## config.mk

```make
export PLATFORM = sky130hd
export DESIGN_NAME = bencode_value_validator
export DESIGN_NICKNAME = d
export VERILOG_FILES = /design/src/sv/bvv_pkg.sv /design/src/sv/bencode_value_validator.sv
export SDC_FILE = /design/constraint.sdc
export NUM_CORES = 1
export LEC_CHECK = 0
export BUFFER_PORTS_ARGS = -buffer_cell sky130_fd_sc_hd__buf_2
export CELL_PAD_IN_SITES_DETAIL_PLACEMENT = 1
export CELL_PAD_IN_SITES_GLOBAL_PLACEMENT = 1
export CORE_UTILIZATION = 53
export CTS_BUF_LIST = sky130_fd_sc_hd__clkbuf_8
export DETAILED_ROUTE_END_ITERATION = 16
export HOLD_SLACK_MARGIN = 0.03
export PLACE_DENSITY_LB_ADDON = 0.1
export SYNTH_ARGS = -nofsm -noshare
export SYNTH_HDL_FRONTEND = slang
export SYNTH_SLANG_ARGS = --single-unit
```

## constraint.sdc

```tcl
create_clock -name i_clk -period 7.3 [get_ports i_clk]
set_clock_uncertainty 0.15 [all_clocks]
set_input_delay 0.73 -clock i_clk [delete_from_list [all_inputs] [get_ports i_clk]]
set_output_delay 0.73 -clock i_clk [all_outputs]
set_load 0.01 [all_outputs]
```

## src/sv/bvv_pkg.sv

```systemverilog
// Package for the bencode value validator: word types, codes and constants.
package bvv_pkg;

    // Input word: one byte of the buffer and its end marker.
    typedef struct packed {
        logic [7:0] data_byte;
        logic       last_byte;
    } t_in_word;

    // Result word: one for every input byte.
    typedef struct packed {
        logic [1:0] status;
        logic [2:0] error_kind;
        logic [7:0] nesting_level;
    } t_out_word;

    typedef enum logic [4:0] {
        PH_START      = 5'b00001,
        PH_INT_OPEN   = 5'b00010,
        PH_INT_DIGITS = 5'b00100,
        PH_STR_LEN    = 5'b01000,
        PH_STR_BODY   = 5'b10000
    } t_phase;

    localparam logic [1:0] ST_BUSY    = 2'd0;
    localparam logic [1:0] ST_DONE    = 2'd1;
    localparam logic [1:0] ST_ERROR   = 2'd2;
    localparam logic [1:0] ST_IGNORED = 2'd3;

    localparam logic [2:0] ERR_NONE     = 3'd0;
    localparam logic [2:0] ERR_SYNTAX   = 3'd1;
    localparam logic [2:0] ERR_OVERFLOW = 3'd2;
    localparam logic [2:0] ERR_DEEP     = 3'd3;
    localparam logic [2:0] ERR_TRUNC    = 3'd4;

    localparam logic [7:0] CH_I     = 8'h69;
    localparam logic [7:0] CH_L     = 8'h6C;
    localparam logic [7:0] CH_D     = 8'h64;
    localparam logic [7:0] CH_E     = 8'h65;
    localparam logic [7:0] CH_COLON = 8'h3A;
    localparam logic [7:0] CH_MINUS = 8'h2D;
    localparam logic [7:0] CH_ZERO  = 8'h30;
    localparam logic [7:0] CH_NINE  = 8'h39;

    localparam int         ACC_W          = 63;
    localparam logic [7:0] NEST_LIMIT     = 8'd255;
    localparam logic [7:0] MAX_DEPTH_RST  = 8'd32;
    // Largest accumulator value that may still take one more digit.
    localparam logic [ACC_W-1:0] ACC_LIMIT = 63'd922337203685477579;

endpackage

```

## src/sv/bencode_value_validator.sv

```systemverilog
// Top level of the bencode value validator: byte pipeline, parser state and result register.
//
//   channel | direction | handshake                  | word
//   --------+-----------+----------------------------+------------------------------
//   in      | input     | i_in_valid / o_in_ready    | data_byte, last_byte
//   out     | output    | o_out_valid / i_out_ready  | status, error_kind, nesting_level
//   cfg     | input     | i_cfg_valid / o_cfg_ready  | max_depth
//
// A byte accepted at one edge sits in the input register while the parser step runs, and a
// later step loads its result into the result register, which then offers it. One byte
// is accepted per cycle while the output is not stalled.
// The parser state lives in a single set of registers updated by the step, so each byte
// sees the state left by the one before it. A stalled output holds the step and, once
// the input register is full, the input channel. Reset clears the pipeline and the
// parser state and sets max_depth to 32.
module bencode_value_validator (
    input  logic               i_clk,
    input  logic               i_rst_n,
    input  logic               i_in_valid,
    output logic               o_in_ready,
    input  bvv_pkg::t_in_word  i_in,
    output logic               o_out_valid,
    input  logic               i_out_ready,
    output bvv_pkg::t_out_word o_out,
    input  logic               i_cfg_valid,
    output logic               o_cfg_ready,
    input  logic [7:0]         i_cfg_max_depth
);

    logic                      r_in_valid;
    bvv_pkg::t_in_word         r_in;
    logic                      r_out_valid;
    bvv_pkg::t_out_word        r_out;
    logic [7:0]                r_max_depth;

    bvv_pkg::t_phase           r_phase, n_phase;
    logic [7:0]                r_open, n_open;
    // Holds the decimal value while a number is read, then the string bytes still due.
    logic [bvv_pkg::ACC_W-1:0] r_acc, n_acc;
    logic                      r_digit_seen, n_digit_seen;
    logic                      r_finished, n_finished;

    logic                      step;
    logic [7:0]                d;
    logic                      is_digit;
    logic                      acc_over;
    logic [bvv_pkg::ACC_W-1:0] acc_digit;
    logic [bvv_pkg::ACC_W-1:0] str_left;
    logic [1:0]                st;
    logic [2:0]                kind;

    assign step        = r_in_valid && (!r_out_valid || i_out_ready);
    assign o_in_ready  = !r_in_valid || step;
    assign o_out_valid = r_out_valid;
    assign o_out       = r_out;
    assign o_cfg_ready = 1'b1;

    assign d         = r_in.data_byte;
    assign is_digit  = (d >= bvv_pkg::CH_ZERO) && (d <= bvv_pkg::CH_NINE);
    assign acc_over  = r_acc > bvv_pkg::ACC_LIMIT;
    assign acc_digit = (r_acc << 3) + (r_acc << 1) + {{(bvv_pkg::ACC_W-4){1'b0}}, d[3:0]};
    assign str_left  = r_acc - {{(bvv_pkg::ACC_W-1){1'b0}}, (r_acc != '0)};

    always_comb begin
        n_phase      = r_phase;
        n_open       = r_open;
        n_acc        = r_acc;
        n_digit_seen = r_digit_seen;
        n_finished   = r_finished;
        st           = bvv_pkg::ST_BUSY;
        kind         = bvv_pkg::ERR_NONE;

        if (r_finished) begin
            st = bvv_pkg::ST_IGNORED;
        end else begin
            unique case (r_phase)
                bvv_pkg::PH_START: begin
                    if (r_open != 8'd0 && d == bvv_pkg::CH_E) begin
                        n_open = r_open - 8'd1;
                        st     = (n_open == 8'd0) ? bvv_pkg::ST_DONE : bvv_pkg::ST_BUSY;
                    end else if (r_open > r_max_depth) begin
                        st   = bvv_pkg::ST_ERROR;
                        kind = bvv_pkg::ERR_DEEP;
                    end else if (d == bvv_pkg::CH_I) begin
                        n_phase      = bvv_pkg::PH_INT_OPEN;
                        n_acc        = '0;
                        n_digit_seen = 1'b0;
                    end else if (d == bvv_pkg::CH_L || d == bvv_pkg::CH_D) begin
                        if (r_open >= bvv_pkg::NEST_LIMIT) begin
                            st   = bvv_pkg::ST_ERROR;
                            kind = bvv_pkg::ERR_DEEP;
                        end else begin
                            n_open = r_open + 8'd1;
                        end
                    end else if (is_digit) begin
                        n_acc        = {{(bvv_pkg::ACC_W-4){1'b0}}, d[3:0]};
                        n_digit_seen = 1'b1;
                        n_phase      = bvv_pkg::PH_STR_LEN;
                    end else begin
                        st   = bvv_pkg::ST_ERROR;
                        kind = bvv_pkg::ERR_SYNTAX;
                    end
                end
                bvv_pkg::PH_INT_OPEN, bvv_pkg::PH_INT_DIGITS: begin
                    n_phase = bvv_pkg::PH_INT_DIGITS;
                    if (r_phase == bvv_pkg::PH_INT_OPEN && d == bvv_pkg::CH_MINUS) begin
                        st = bvv_pkg::ST_BUSY;
                    end else if (is_digit) begin
                        if (acc_over) begin
                            st   = bvv_pkg::ST_ERROR;
                            kind = bvv_pkg::ERR_OVERFLOW;
                        end else begin
                            n_acc        = acc_digit;
                            n_digit_seen = 1'b1;
                        end
                    end else if (d == bvv_pkg::CH_E && r_digit_seen) begin
                        n_phase = bvv_pkg::PH_START;
                        st      = (r_open == 8'd0) ? bvv_pkg::ST_DONE : bvv_pkg::ST_BUSY;
                    end else begin
                        st   = bvv_pkg::ST_ERROR;
                        kind = bvv_pkg::ERR_SYNTAX;
                    end
                end
                bvv_pkg::PH_STR_LEN: begin
                    if (is_digit) begin
                        if (acc_over) begin
                            st   = bvv_pkg::ST_ERROR;
                            kind = bvv_pkg::ERR_OVERFLOW;
                        end else begin
                            n_acc        = acc_digit;
                            n_digit_seen = 1'b1;
                        end
                    end else if (d == bvv_pkg::CH_COLON) begin
                        if (r_acc == '0) begin
                            n_phase = bvv_pkg::PH_START;
                            st      = (r_open == 8'd0) ? bvv_pkg::ST_DONE : bvv_pkg::ST_BUSY;
                        end else begin
                            n_phase = bvv_pkg::PH_STR_BODY;
                        end
                    end else begin
                        st   = bvv_pkg::ST_ERROR;
                        kind = bvv_pkg::ERR_SYNTAX;
                    end
                end
                bvv_pkg::PH_STR_BODY: begin
                    n_acc = str_left;
                    if (str_left == '0) begin
                        n_phase = bvv_pkg::PH_START;
                        st      = (r_open == 8'd0) ? bvv_pkg::ST_DONE : bvv_pkg::ST_BUSY;
                    end
                end
                default: begin
                    st   = bvv_pkg::ST_ERROR;
                    kind = bvv_pkg::ERR_SYNTAX;
                end
            endcase
        end

        // A buffer that ends while the value is still open is truncated.
        if (st == bvv_pkg::ST_BUSY && r_in.last_byte) begin
            st   = bvv_pkg::ST_ERROR;
            kind = bvv_pkg::ERR_TRUNC;
        end

        if (st == bvv_pkg::ST_DONE || st == bvv_pkg::ST_ERROR) begin
            n_finished = 1'b1;
        end
    end

    always_ff @(posedge i_clk) begin
        if (!i_rst_n) begin
            r_in_valid   <= 1'b0;
            r_out_valid  <= 1'b0;
            r_max_depth  <= bvv_pkg::MAX_DEPTH_RST;
            r_phase      <= bvv_pkg::PH_START;
            r_open       <= 8'd0;
            r_acc        <= '0;
            r_digit_seen <= 1'b0;
            r_finished   <= 1'b0;
        end else begin
            if (i_cfg_valid) begin
                r_max_depth <= i_cfg_max_depth;
            end
            if (o_in_ready) begin
                r_in_valid <= i_in_valid;
            end
            if (step) begin
                r_out_valid <= 1'b1;
            end else if (i_out_ready) begin
                r_out_valid <= 1'b0;
            end
            if (step) begin
                if (r_in.last_byte) begin
                    r_phase      <= bvv_pkg::PH_START;
                    r_open       <= 8'd0;
                    r_acc        <= '0;
                    r_digit_seen <= 1'b0;
                    r_finished   <= 1'b0;
                end else begin
                    r_phase      <= n_phase;
                    r_open       <= n_open;
                    r_acc        <= n_acc;
                    r_digit_seen <= n_digit_seen;
                    r_finished   <= n_finished;
                end
            end
        end
    end

    always_ff @(posedge i_clk) begin
        if (o_in_ready && i_in_valid) begin
            r_in <= i_in;
        end
        if (step) begin
            r_out.status        <= st;
            r_out.error_kind    <= kind;
            r_out.nesting_level <= n_open;
        end
    end

    a_kind_matches_status: assert property (@(posedge i_clk) disable iff (!i_rst_n)
        o_out_valid |-> ((o_out.status == bvv_pkg::ST_ERROR) ==
                         (o_out.error_kind != bvv_pkg::ERR_NONE)))
        else $error("error kind disagrees with status");

    a_last_clears: assert property (@(posedge i_clk) disable iff (!i_rst_n)
        (step && r_in.last_byte) |=>
            (r_open == 8'd0 && !r_finished && r_phase == bvv_pkg::PH_START))
        else $error("parser state not cleared after last byte");

    a_finished_ignores: assert property (@(posedge i_clk) disable iff (!i_rst_n)
        (step && r_finished) |=> (o_out.status == bvv_pkg::ST_IGNORED))
        else $error("byte after completion not ignored");

    a_level_tracks: assert property (@(posedge i_clk) disable iff (!i_rst_n)
        (step && !r_in.last_byte) |=> (o_out.nesting_level == r_open))
        else $error("reported nesting level differs from counter");

endmodule

```

# ---- After elaboration in Yosys (flattened, before gate mapping)
# Index checks and enable logic that the tools add are counted.
dict set report classes {
  n_mux 82
  n_addsub 5
  bitwise_logic 0
  shift 0
  reduce_logical 30
  n_eq_ne 22
  magnitude_cmp 5
  n_div 0
  multipliers 0
}
# op n
set op_table {}
lappend op_table {{63-bit 2-to-1 mux} 10}
lappend op_table {{63-bit one-hot mux with 4 select lines} 1}
lappend op_table {{63-bit logical NOT} 2}
lappend op_table {{8-bit 2-to-1 mux} 8}
lappend op_table {{63-bit by 4-bit adder with 63-bit output} 1}
lappend op_table {{63-bit adder} 1}
lappend op_table {{63-bit by 60-bit greater-than comparator with 1-bit output, second input constant} 1}
lappend op_table {{63-bit nonzero test} 1}
lappend op_table {{63-bit by 1-bit subtractor with 63-bit output} 1}
lappend op_table {{5-bit 2-to-1 mux} 11}
lappend op_table {{3-bit 2-to-1 mux} 11}
lappend op_table {{8-bit by 7-bit == test with 1-bit output, second input constant} 4}
lappend op_table {{2-bit 2-to-1 mux} 16}
lappend op_table {{1-bit 2-to-1 mux} 21}
lappend op_table {{5-bit one-hot mux with 4 select lines} 1}
lappend op_table {{3-bit != test, second input constant} 6}
lappend op_table {{8-bit by 6-bit == test with 1-bit output, second input constant} 2}
lappend op_table {{8-bit logical NOT} 2}
lappend op_table {{8-bit AND reduction} 2}
lappend op_table {{3-bit one-hot mux with 4 select lines} 1}
lappend op_table {{10-bit AND reduction} 1}
lappend op_table {{8-bit by 1-bit adder with 8-bit output, second input constant} 1}
lappend op_table {{8-bit by 6-bit >= comparator with 1-bit output, second input constant} 1}
lappend op_table {{8-bit >= comparator, second input constant} 1}
lappend op_table {{other kinds (24)} 37}
dict set report totals {
  out_inout_bits 16
  mem_count 0
  input_bits 22
  wordCells 158
  register_bits 110
  mem_bits_rw 0
  rom_bits 0
  latchBits 0
}

# ---- Longest topological paths before layout
# Gate-level depths: netlist of the first run.
dict set report depth {
  depth_word 16
  ltp_mapped 20
  depth_no_buf 17
}

# ---- Worst setup path before layout of the first run
# OpenSTA, ideal clock, no wires.
dict set report synth_timing {
  path_kind {reg2reg}
  start {register r_acc[26] (netlist name)}
  end {register r_out, in the netlist o_out[12] (data pin)}
  period_less_slack_ns 4.964
  setup_time_ns 0.256
  n_path_buf 3
  path_stages_with_launch 21
  arrival_ns 4.558
  slack_ns 2.336
  required_ns 6.894
  cell_sequence {dfxtp_1 buf_2 nor4_1 and4_1 clkbuf_1 nand2_1 nor4_1 inv_1 ha_1 ha_1 nor3b_1 nand4_1 clkbuf_1 nor3_1 xnor2_1 nand4_1 or4_4 nor4_4 a31oi_1 nand2_1 nand2b_1}
}
dict set report synth_between {
  elab_chain_cells 9
  elab_cells_between_ends 17
  cone_classes {add/sub (1); order compare (1); mux (10); reduce/logical (5)}
}
# item line
set synth_rtl {}
lappend synth_rtl {{start: declaration} bencode_value_validator.sv:39} ;# logic [bvv_pkg::ACC_W-1:0] r_acc, n_acc;
lappend synth_rtl {{start signal: assignment} bencode_value_validator.sv:202} ;# r_acc <= n_acc;
lappend synth_rtl {{63-bit nonzero test, or another cell as far along} bencode_value_validator.sv:62} ;# assign str_left = r_acc - {{(bvv_pkg::ACC_W-1){1'b0}}, (r_acc != '0)};
lappend synth_rtl {{63-bit by 1-bit subtractor with 63-bit output, or another cell as far along} bencode_value_validator.sv:62}
lappend synth_rtl {{63-bit logical NOT, or another cell as far along} bencode_value_validator.sv:147} ;# if (str_left == '0) begin
lappend synth_rtl {{1-bit 2-to-1 mux, or another cell as far along} bencode_value_validator.sv:147}
lappend synth_rtl {{2-bit one-hot mux with 4 select lines *} bencode_value_validator.sv:76} ;# unique case (r_phase)
lappend synth_rtl {{2-bit 2-to-1 mux *} bencode_value_validator.sv:73} ;# if (r_finished) begin
lappend synth_rtl {{2-bit logical NOT} bencode_value_validator.sv:160} ;# if (st == bvv_pkg::ST_BUSY && r_in.last_byte) begin
lappend synth_rtl {{1-bit logical AND} bencode_value_validator.sv:160}
lappend synth_rtl {{2-bit 2-to-1 mux *} bencode_value_validator.sv:160}
lappend synth_rtl {{named net st[1]} bencode_value_validator.sv:49} ;# logic [1:0] st;
lappend synth_rtl {{end: declaration} bencode_value_validator.sv:33} ;# bvv_pkg::t_out_word r_out;
# Mark *: on every way through the listed nets, which the timed path passes. The rest lies on a longest branch.
# A chain may end at the register's enable or synchronous reset.

# ---- Worst setup path in the final report of the first run
dict set report layout_timing {
  start {register r_acc[44] (netlist name)}
  end {register r_phase[2]}
}
dict set report layout_between {
  elab_chain_cells 5
}
# item line
set layout_rtl {}
lappend layout_rtl {{63-bit nonzero test} bencode_value_validator.sv:62}
lappend layout_rtl {{63-bit by 1-bit subtractor with 63-bit output *} bencode_value_validator.sv:62}
lappend layout_rtl {{63-bit logical NOT *} bencode_value_validator.sv:147}
lappend layout_rtl {{3-bit != test (no line) *} n/a}
lappend layout_rtl {{10-bit AND reduction (no line) *} n/a}
lappend layout_rtl {{end signal: assignment} bencode_value_validator.sv:175} ;# r_phase <= bvv_pkg::PH_START;
lappend layout_rtl {{end signal: assignment} bencode_value_validator.sv:194} ;# r_phase <= bvv_pkg::PH_START;
lappend layout_rtl {{end signal: assignment} bencode_value_validator.sv:200} ;# r_phase <= n_phase;
lappend layout_rtl {{end: declaration} bencode_value_validator.sv:36} ;# bvv_pkg::t_phase r_phase, n_phase;
# Mark *: on every way between the ends. The rest lies on a longest branch, timed or not.

==> results.md, run 1 <==
- After synthesis the cells add up to 12500 um^2.
- In this run the cell area measured after placement is 12800 um^2.
- The area growth from synthesis to layout is 3.48%.
- The share of Yosys cell area claimed by the top area cell type is 0.141.
- The global router's overall resource usage is 0.388.
- In the finished design, the share of the clock period the worst path needs comes to 0.828.
- The number of synthesized flops with an enable pin is 22.
- For this run, the post-layout net count is 1797.
- TritonCTS built the clock tree.
- Routability-driven placement finished with a final weighted congestion of 1.02.
- The shortest period the worst path allows is 6.05 ns.
- The mean number of vias per cell is 6.96.
- The routed design has 47000 um of wire.
- Once the clock tree was built, the setup fixing pass inserted 0 buffers.
- The reg-to-reg endpoint is r_phase[2].
- The switching power is 0.440 mW.
- The area of the core is 22900 um^2.
- The non-filler instance count after layout is 1958.
- The first global-routing pass estimated 74400 um of wire.
- Of the total power, combinational logic draws 0.197.
- STA classifies the critical path startpoint as a flop.
- The diode insertion count for antenna repair is 0.
- Tracing the worst setup path back leads to its startpoint at r_acc[44].
- The cell taking the most area after synthesis is sky130_fd_sc_hd__dfxtp_1.
- The clock latency reported for the late side of the worst-skew pair is 0.42 ns.
- In this run the power density over the cells is 102 nW/um^2.
- The primary flip-flop cell chosen by synthesis mapping is sky130_fd_sc_hd__dfxtp_1.
- The number of max-cap violations is 0.
- Entering global routing, the biggest net connects 71 pins.
- STA classifies the critical path endpoint as a flop.
- The DRC marker count from the first detailed-route iteration is 1315.
- The total count of hold-check failures in the final report came to 0.
- Counting along the longest clock path gives a buffer depth of 2.
- The flow ran to the end, and the final reports show no timing, DRC or antenna violations.
- For this run, design rule violations remaining after detail routing come to 0.
- The maximum operating frequency is 0.165 GHz.
- Setup slack on the worst reg-to-reg path comes out at 1.25 ns.
- The tree is rooted in a sky130_fd_sc_hd__clkbuf_8.
- The initial core utilization is 0.547.
- The distinct cell type count of the synthesized netlist is 85.
- The CTS sink count is 110.
- The layout cell share with drive strength beyond 1 is 0.0602.
- The number of pins exceeding their max-slew limit in the final report came to 0.
- The design area is 13000 um^2.
- Of all nets on the critical path, the largest fanout is 14.
- Ranked by total cell area, the synthesized netlist is headed by sky130_fd_sc_hd__dfxtp_1 (14%), sky130_fd_sc_hd__ha_1 (13%), sky130_fd_sc_hd__a21oi_1 (5.6%), sky130_fd_sc_hd__edfxtp_1 (5.3%), sky130_fd_sc_hd__nor2_1 (5.0%).
- The share of async-settable or async-resettable flops after synthesis is 0.
- The I/O pin total is 38.
- The TritonCTS buffer count is 9.
- At the pin with the least slew margin, the transition time is 1.37 ns.
- Setup violations remaining at the end of the flow were counted as 0.
- Setup repair after global routing left no endpoint under its margin.
- The number of warnings issued by yosys is 0.
- The internal power of the cells totals 0.888 mW.
- After detailed routing, the average wire length per cell comes to 24.0 um.
- The startpoint of the worst-slack reg-to-reg timing path is r_acc[44].
- The sum of negative setup slack is 0 ns.
- The number of global-route vias before repair was 13.5k.
- In this run, synthesis produced a sequential element count of 110.
- After clock tree synthesis, the repair step resized 0 gates.
- The die is 156 um wide.
- The number of instances in the synthesized netlist is 1697.
- Measured in cells, the most critical reg-to-reg path has a length of 17.
- Of the total power, the share spent switching nets is 0.331.
- The critical path is of the flop to flop type.
- Of the total power, registers draw 0.482.
- The quantity of I/O buffers inserted on ports is 36.
- The mean cell area of the mapped netlist is 7.39 um^2.
- The floorplan has 55 rows.
- The arrival time of the worst setup path is 6.17 ns.
- The die covers 24300 um^2.
- The portion of the post-synthesis area used by sequential elements is 0.193.
- The net count after synthesis is 1854.
- The initial antenna violation count is 1.
- The portion of total power attributed to the clock network is 0.321.
- The clock-pin slew on the worst setup and hold paths is 0.13 ns.
- The worst hold path belongs to the class input pin to flop.
- At the end of the flow the core is filled with cells to 0.566.
- The HPWL after detailed placement is 35900 um.
- Leaving out fill and tap cells, the most frequent cell in the layout is sky130_fd_sc_hd__nor2_1.
- The H-tree depth is 3.
- The count of vias placed by the detailed router is 13.6k.
- The number of nets still failing antenna checks after routing is 0.
- Buffers inserted to repair hold after CTS numbered 0.
- The endpoint of the worst setup timing path is r_phase[2].
- In the layout the commonest cells are sky130_fd_sc_hd__nor2_1 (167), sky130_fd_sc_hd__a21oi_1 (141), sky130_fd_sc_hd__ha_1 (133).
- The total overflow left after global routing is 0.
- IR analysis of the VDD net gives a maximum drop of 102 uV.
- The static leakage power is 5.52 nW.
- The completed layout was analyzed and its total power is 1.33 mW.
- Data on the critical path is required at its endpoint by 7.43 ns.
- In this run, placement finished with an instance count of 1942.
- From bottom edge to top edge, the die measures 156 um.
- The worst pin sits at a relative slew slack of 0.0859.
- The first detailed-routing pass took 8 iterations.
## worst min-delay path by stage
stage | from | to | depth (start not counted)
after global routing | i_in[6] | d[5] | 1
after CTS | i_in[5] | d[4] | 1
after global placement | r_max_depth[3] | r_max_depth[3] | 2
final | i_in[5] | d[4] | 1
after detailed placement | r_max_depth[5] | r_max_depth[5] | 2
after floorplan | r_max_depth[1] | r_max_depth[1] | 2
## critical path, cell delays in order, from the launching register on
cell,delay (ns)
sky130_fd_sc_hd__dfxtp_1,0.72
sky130_fd_sc_hd__nor3_1,0.13
sky130_fd_sc_hd__and4_1,0.26
sky130_fd_sc_hd__nand2_1,0.21
sky130_fd_sc_hd__nor4_1,0.14
sky130_fd_sc_hd__inv_1,0.08
sky130_fd_sc_hd__ha_1,0.20
sky130_fd_sc_hd__ha_1,0.25
sky130_fd_sc_hd__nor3b_1,0.69
sky130_fd_sc_hd__nand4_1,0.61
sky130_fd_sc_hd__or4_1,0.70
sky130_fd_sc_hd__xor2_1,0.25
sky130_fd_sc_hd__nand4_1,0.15
sky130_fd_sc_hd__or4_4,0.52
sky130_fd_sc_hd__nor4_4,0.34
sky130_fd_sc_hd__a21oi_1,0.18
sky130_fd_sc_hd__o21ai_0,0.23
sky130_fd_sc_hd__a21oi_1,0.09
## layer usage
metal | vias up | routed length, um | global-route usage
li1 | 6256 | - | -
met1 | 6677 | 20300 | 0.500
met2 | 546 | 21800 | 0.653
met3 | 139 | 3120 | 0.0533
met4 | 0 | 1850 | 0.153
met5 | - | 0 | 0
## cells in the mapped netlist, types with 5 or more instances
cell type and number:
sky130_fd_sc_hd__nand3b_1 5, sky130_fd_sc_hd__mux2i_1 13, sky130_fd_sc_hd__xor2_1 39, sky130_fd_sc_hd__a21boi_0 7, sky130_fd_sc_hd__o21bai_1 15, sky130_fd_sc_hd__nand4_1 47, sky130_fd_sc_hd__or2_2 13, sky130_fd_sc_hd__nand2_1 129
sky130_fd_sc_hd__or4_1 18, sky130_fd_sc_hd__nand2b_1 17, sky130_fd_sc_hd__a32o_1 8, sky130_fd_sc_hd__o31a_1 5, sky130_fd_sc_hd__nand3_1 56, sky130_fd_sc_hd__nor3_1 63, sky130_fd_sc_hd__and3_1 8, sky130_fd_sc_hd__a22oi_1 33
sky130_fd_sc_hd__and2_1 10, sky130_fd_sc_hd__clkbuf_1 108, sky130_fd_sc_hd__xnor2_1 63, sky130_fd_sc_hd__nor2_1 167, sky130_fd_sc_hd__o21ai_1 22, sky130_fd_sc_hd__o21a_1 10, sky130_fd_sc_hd__o31ai_1 9, sky130_fd_sc_hd__edfxtp_1 22
sky130_fd_sc_hd__a211oi_1 12, sky130_fd_sc_hd__ha_1 133, sky130_fd_sc_hd__dfxtp_1 88, sky130_fd_sc_hd__and4_1 17, sky130_fd_sc_hd__and3b_1 7, sky130_fd_sc_hd__inv_1 41, sky130_fd_sc_hd__or3_1 26, sky130_fd_sc_hd__a21oi_1 141
sky130_fd_sc_hd__nor3b_1 6, sky130_fd_sc_hd__nor4_1 46, sky130_fd_sc_hd__o21ai_0 74, sky130_fd_sc_hd__a21o_1 40, sky130_fd_sc_hd__nor2b_1 14, sky130_fd_sc_hd__a31oi_1 16, sky130_fd_sc_hd__o211ai_1 22, sky130_fd_sc_hd__o22ai_1 42
## flip-flops by register name (all words and copies together), names as in the netlist
| register | flops |
|---|---|
| r_finished | 1 |
| r_digit_seen | 1 |
| r_in | 1 |
| o_out | 13 |
| r_phase | 5 |
| r_open | 8 |
| r_in_valid | 1 |
| d | 8 |
| r_max_depth | 8 |
| r_acc | 63 |
| o_out_valid | 1 |
## power groups by stage
stage / logic [mW] / clock network [mW] / registers, mW
global placement: 0.246 / 0 / 0.653
floorplan: 0.177 / 0 / 0.651
CTS: 0.255 / 0.427 / 0.640
finish: 0.261 / 0.427 / 0.641
detailed placement: 0.252 / 0 / 0.654
global route: 0.278 / 0.442 / 0.642
## logic make-up after synthesis
family / share of synthesized area
flip-flops: 0.193
multiplexers: 0.0140
AO/OA/AOI/OAI: 0.253
adder cells (fa/ha/maj): 0.136
other: 0.000299
AND/OR/NAND/NOR: 0.283
XOR/XNOR: 0.0713
buffers and inverters: 0.0494
## area by class of cell
type	count	area (um^2)
fill	2946	9940
multi-input combinational	1428	9510
sequential	110	2420
tap	313	392
timing repair buffer	48	270
inverter	43	161
clock buffer	9	124
clock inverter	7	88.8
## stage by stage
stage          hold WS [ns]  setup slack [ns]
6_report              0.330              1.25
5_1_grt               0.330             0.923
4_1_cts               0.328              1.42
3_5_place_dp          0.346              1.43
3_3_place_gp          0.329              1.69
2_1_floorplan         0.310              2.34
Note: power is estimated with default switching activity, not from simulation.
==> run 2, diff against run 1 <==
--- a/config.mk
+++ b/config.mk
@@ -8,7 +8,7 @@
 export BUFFER_PORTS_ARGS = -buffer_cell sky130_fd_sc_hd__buf_2
 export CELL_PAD_IN_SITES_DETAIL_PLACEMENT = 1
 export CELL_PAD_IN_SITES_GLOBAL_PLACEMENT = 1
-export CORE_UTILIZATION = 53
+export CORE_UTILIZATION = 49
 export CTS_BUF_LIST = sky130_fd_sc_hd__clkbuf_8
 export DETAILED_ROUTE_END_ITERATION = 16
 export HOLD_SLACK_MARGIN = 0.03
==> constraint.sdc (replaced) <==
create_clock -name i_clk -period 5.75 [get_ports i_clk]
set_clock_uncertainty 0.15 [all_clocks]
set_input_delay 0.575 -clock i_clk [delete_from_list [all_inputs] [get_ports i_clk]]
set_output_delay 0.575 -clock i_clk [all_outputs]
set_load 0.01 [all_outputs]
==> results.md, run 2 (synthesis gave the netlist of run 1 again) <==
- After detailed routing, the number of remaining DRC violations is 0.
- The first global-routing pass estimated 76000 um of wire.
- The diode insertion count for antenna repair is 0.
- The pin count of the biggest net entering global routing is 47.
- Measured along the y axis, the die boundary spans 162 um.
- The family with the most delay on the worst path is simple AND/OR/NAND/NOR gates.
- At the worst endpoint, the required time is 5.91 ns.
- The clock tree root buffer cell is sky130_fd_sc_hd__clkbuf_8.
- The run finished with clean final reports.
- The number of nets still failing antenna checks after routing is 0.
- The worst hold slack after final layout is 0.176 ns.
- The number of flip-flops under the largest register name is 63.
- The kind of critical path is flop to flop.
- The TritonCTS buffer count is 9.
- The post-layout net count is 1841.
- The register containing the most flip-flops in the final layout is r_acc.
- The clock reaches the later pin of the worst-skew pair after 0.42 ns.
- The kind of path behind the tightest hold check is input pin to flop.
- Dividing the detail-routed via count by the number of cells gives 6.77.
- After the flow finishes, the layout carries non-filler instances totaling 2019.
- At the pin with the least slew margin, the transition time is 1.05 ns.
- The remaining max-slew budget at the tightest pin is 0.294.
- The maximum net fanout on the critical path is 10.
- STA classifies the critical path endpoint as a flop.
- The final estimated routing congestion in global placement is 0.983.
- The worst register-to-register path begins at r_acc[25].
- The number of global-route vias before repair was 13.5k.
- The initial core utilization is 0.499.
- The number of pins exceeding their max-slew limit in the final report was 0.
- The longest individual stage delay on the worst path is 0.63 ns.
- After detailed routing, the average wire length per cell comes to 23.9 um.
- The clock period could shrink to 5.56 ns.
- The count of vias placed by the detailed router is 13.7k.
- The total overflow reported by the global router is 0.
- The library cells used most frequently in the layout, excluding fill and tap cells, are sky130_fd_sc_hd__nor2_1 (167), sky130_fd_sc_hd__a21oi_1 (141), sky130_fd_sc_hd__ha_1 (133).
- The first TritonRoute pass finished after 5 iterations.
- The worst min-delay path startpoint is i_in[2].
- Relative to the synthesized area, the layout overhead comes to 6.56%.
- TritonCTS built the clock tree.
- The worst-case IR drop observed on VDD is 110 uV.
- Derived from the worst setup path, the maximum achievable clock frequency is 0.180 GHz.
- The buffering stage count on the worst path with inverters included is 2.
- The DRC marker count from the first detailed-route iteration is 969.
- The die covers 26200 um^2.
- The largest buffer count on any clock path is 2.
- The total detailed-routing wirelength is 48300 um.
- The type of origin of the critical path is a flop.
- The clock drives 110 sinks.
- In this design, the critical path's most frequently occurring cell is sky130_fd_sc_hd__o21ai_0.
- The layout cell share with drive strength beyond 1 is 0.0864.
- Setup repair after global routing left no endpoint under its margin.
- The area of the core is 25100 um^2.
- The tool flagged a number of max-cap violations equal to 0.
- The sum of negative setup slack is 0 ns.
- The arrival time of the worst setup path is 5.72 ns.
- The global router's overall resource usage is 0.367.
- For this design the ratio of total power to cell area is 127 nW/um^2.
- The HPWL after detailed placement is 37400 um.
- The I/O pin total is 38.
- The H-tree generated during clock tree synthesis spans 3 levels.
- The period utilization is 0.967.
- Leaving out fill and tap cells, the most frequent cell in the layout is sky130_fd_sc_hd__nor2_1.
- The number of placed instances, taps included, is 2003.
- Clock-pin slew was measured on the worst setup and hold paths at 0.13 ns.
- The total count of hold-check failures in the final report is 0.
- The total placed instance area is 13100 um^2.
- The worst-path cell with the longest stage delay is sky130_fd_sc_hd__dfxtp_1.
- The most critical setup path has its startpoint at r_acc[25].
- The quantity of I/O buffers inserted on ports is 36.
- The design area is 13400 um^2.
- The initialized floorplan defines 58 standard-cell rows.
- The signal on the critical path passes through nor4_1 > buf_4 > and4_1 > nand2_1 > nor4_1 > inv_1 > ha_1 > or4b_1 > or4_1 > or3_1 > o21ai_0 > o21ai_0 > or4_1 > nor4_4 > a21oi_1 > o21ai_0 > a21oi_1.
- The initial antenna violation count is 0.
- Setup violations remaining at the end of the flow were counted as 0.
- In this run the static leakage power is 5.75 nW.
- The floorplan die width is 162 um.
==> run 2: report_power, final <==
group	total (mW)	internal, mW	switching [mW]	leakage (nW)
logic	0.348	0.125	0.223	4.72
registers	0.812	0.801	0.0115	0.922
clock network	0.540	0.182	0.357	0.107
==> run 2: worst register-to-register path, delay by kind of cell (launching register included) <==
family	cells	cell delay, ns
AND/OR/NAND/NOR	9	3.04
AO/OA/AOI/OAI	5	1.20
flip-flops	1	0.63
adder cells (fa/ha/maj)	1	0.19
buffers and inverters	2	0.25
==> run 2: stage by stage <==
step / setup slack [ns] / power (mW) / utilization
final: 0.188 / 1.70 / 0.532
after global routing: 0.0211 / 1.75 / 0.532
after CTS: 0.256 / 1.70 / 0.531
after detailed placement: 0.294 / 1.17 / 0.523
after global placement: 0.304 / 1.16 / 0.523
after floorplan: 0.786 / 1.05 / -
==> run 2: area by class of cell <==
cell class	count	area, um^2
Clock buffer	9	124
Tap cell	330	413
Inverter	43	161
Timing Repair Buffer	92	613
Sequential cell	110	2420
Multi-Input combinational cell	1428	9530
Clock inverter	7	91.3
Fill cell	3234	11800
==> run 2: what timing repair did <==
item / CTS / global route
hold buffers: 0 / 0
gates resized for setup: 0 / 3
endpoints found under the setup margin: 0 / 6
setup buffers: 0 / 0
==> run 2: worst paths after layout <==
| kind | endpoint | slack [ns] | depth (start not counted) |
|---|---|---|---|
| worst min-delay path | d[1] | 0.18 | 1 |
| worst max register to register | r_phase[4] | 0.19 | 17 |
| worst max-delay path | r_phase[4] | 0.19 | 17 |
| worst min register to register | r_max_depth[5] | 0.36 | 2 |
==> run 2: metal layers <==
metal / track usage / part of all wire / up-vias
met1: 0.500 / 0.46 / 6753
met4: 0.105 / 0.024 / 0
met2: 0.606 / 0.46 / 456
li1: - / - / 6369
met5: 0 / 0 / -
met3: 0.0444 / 0.057 / 83
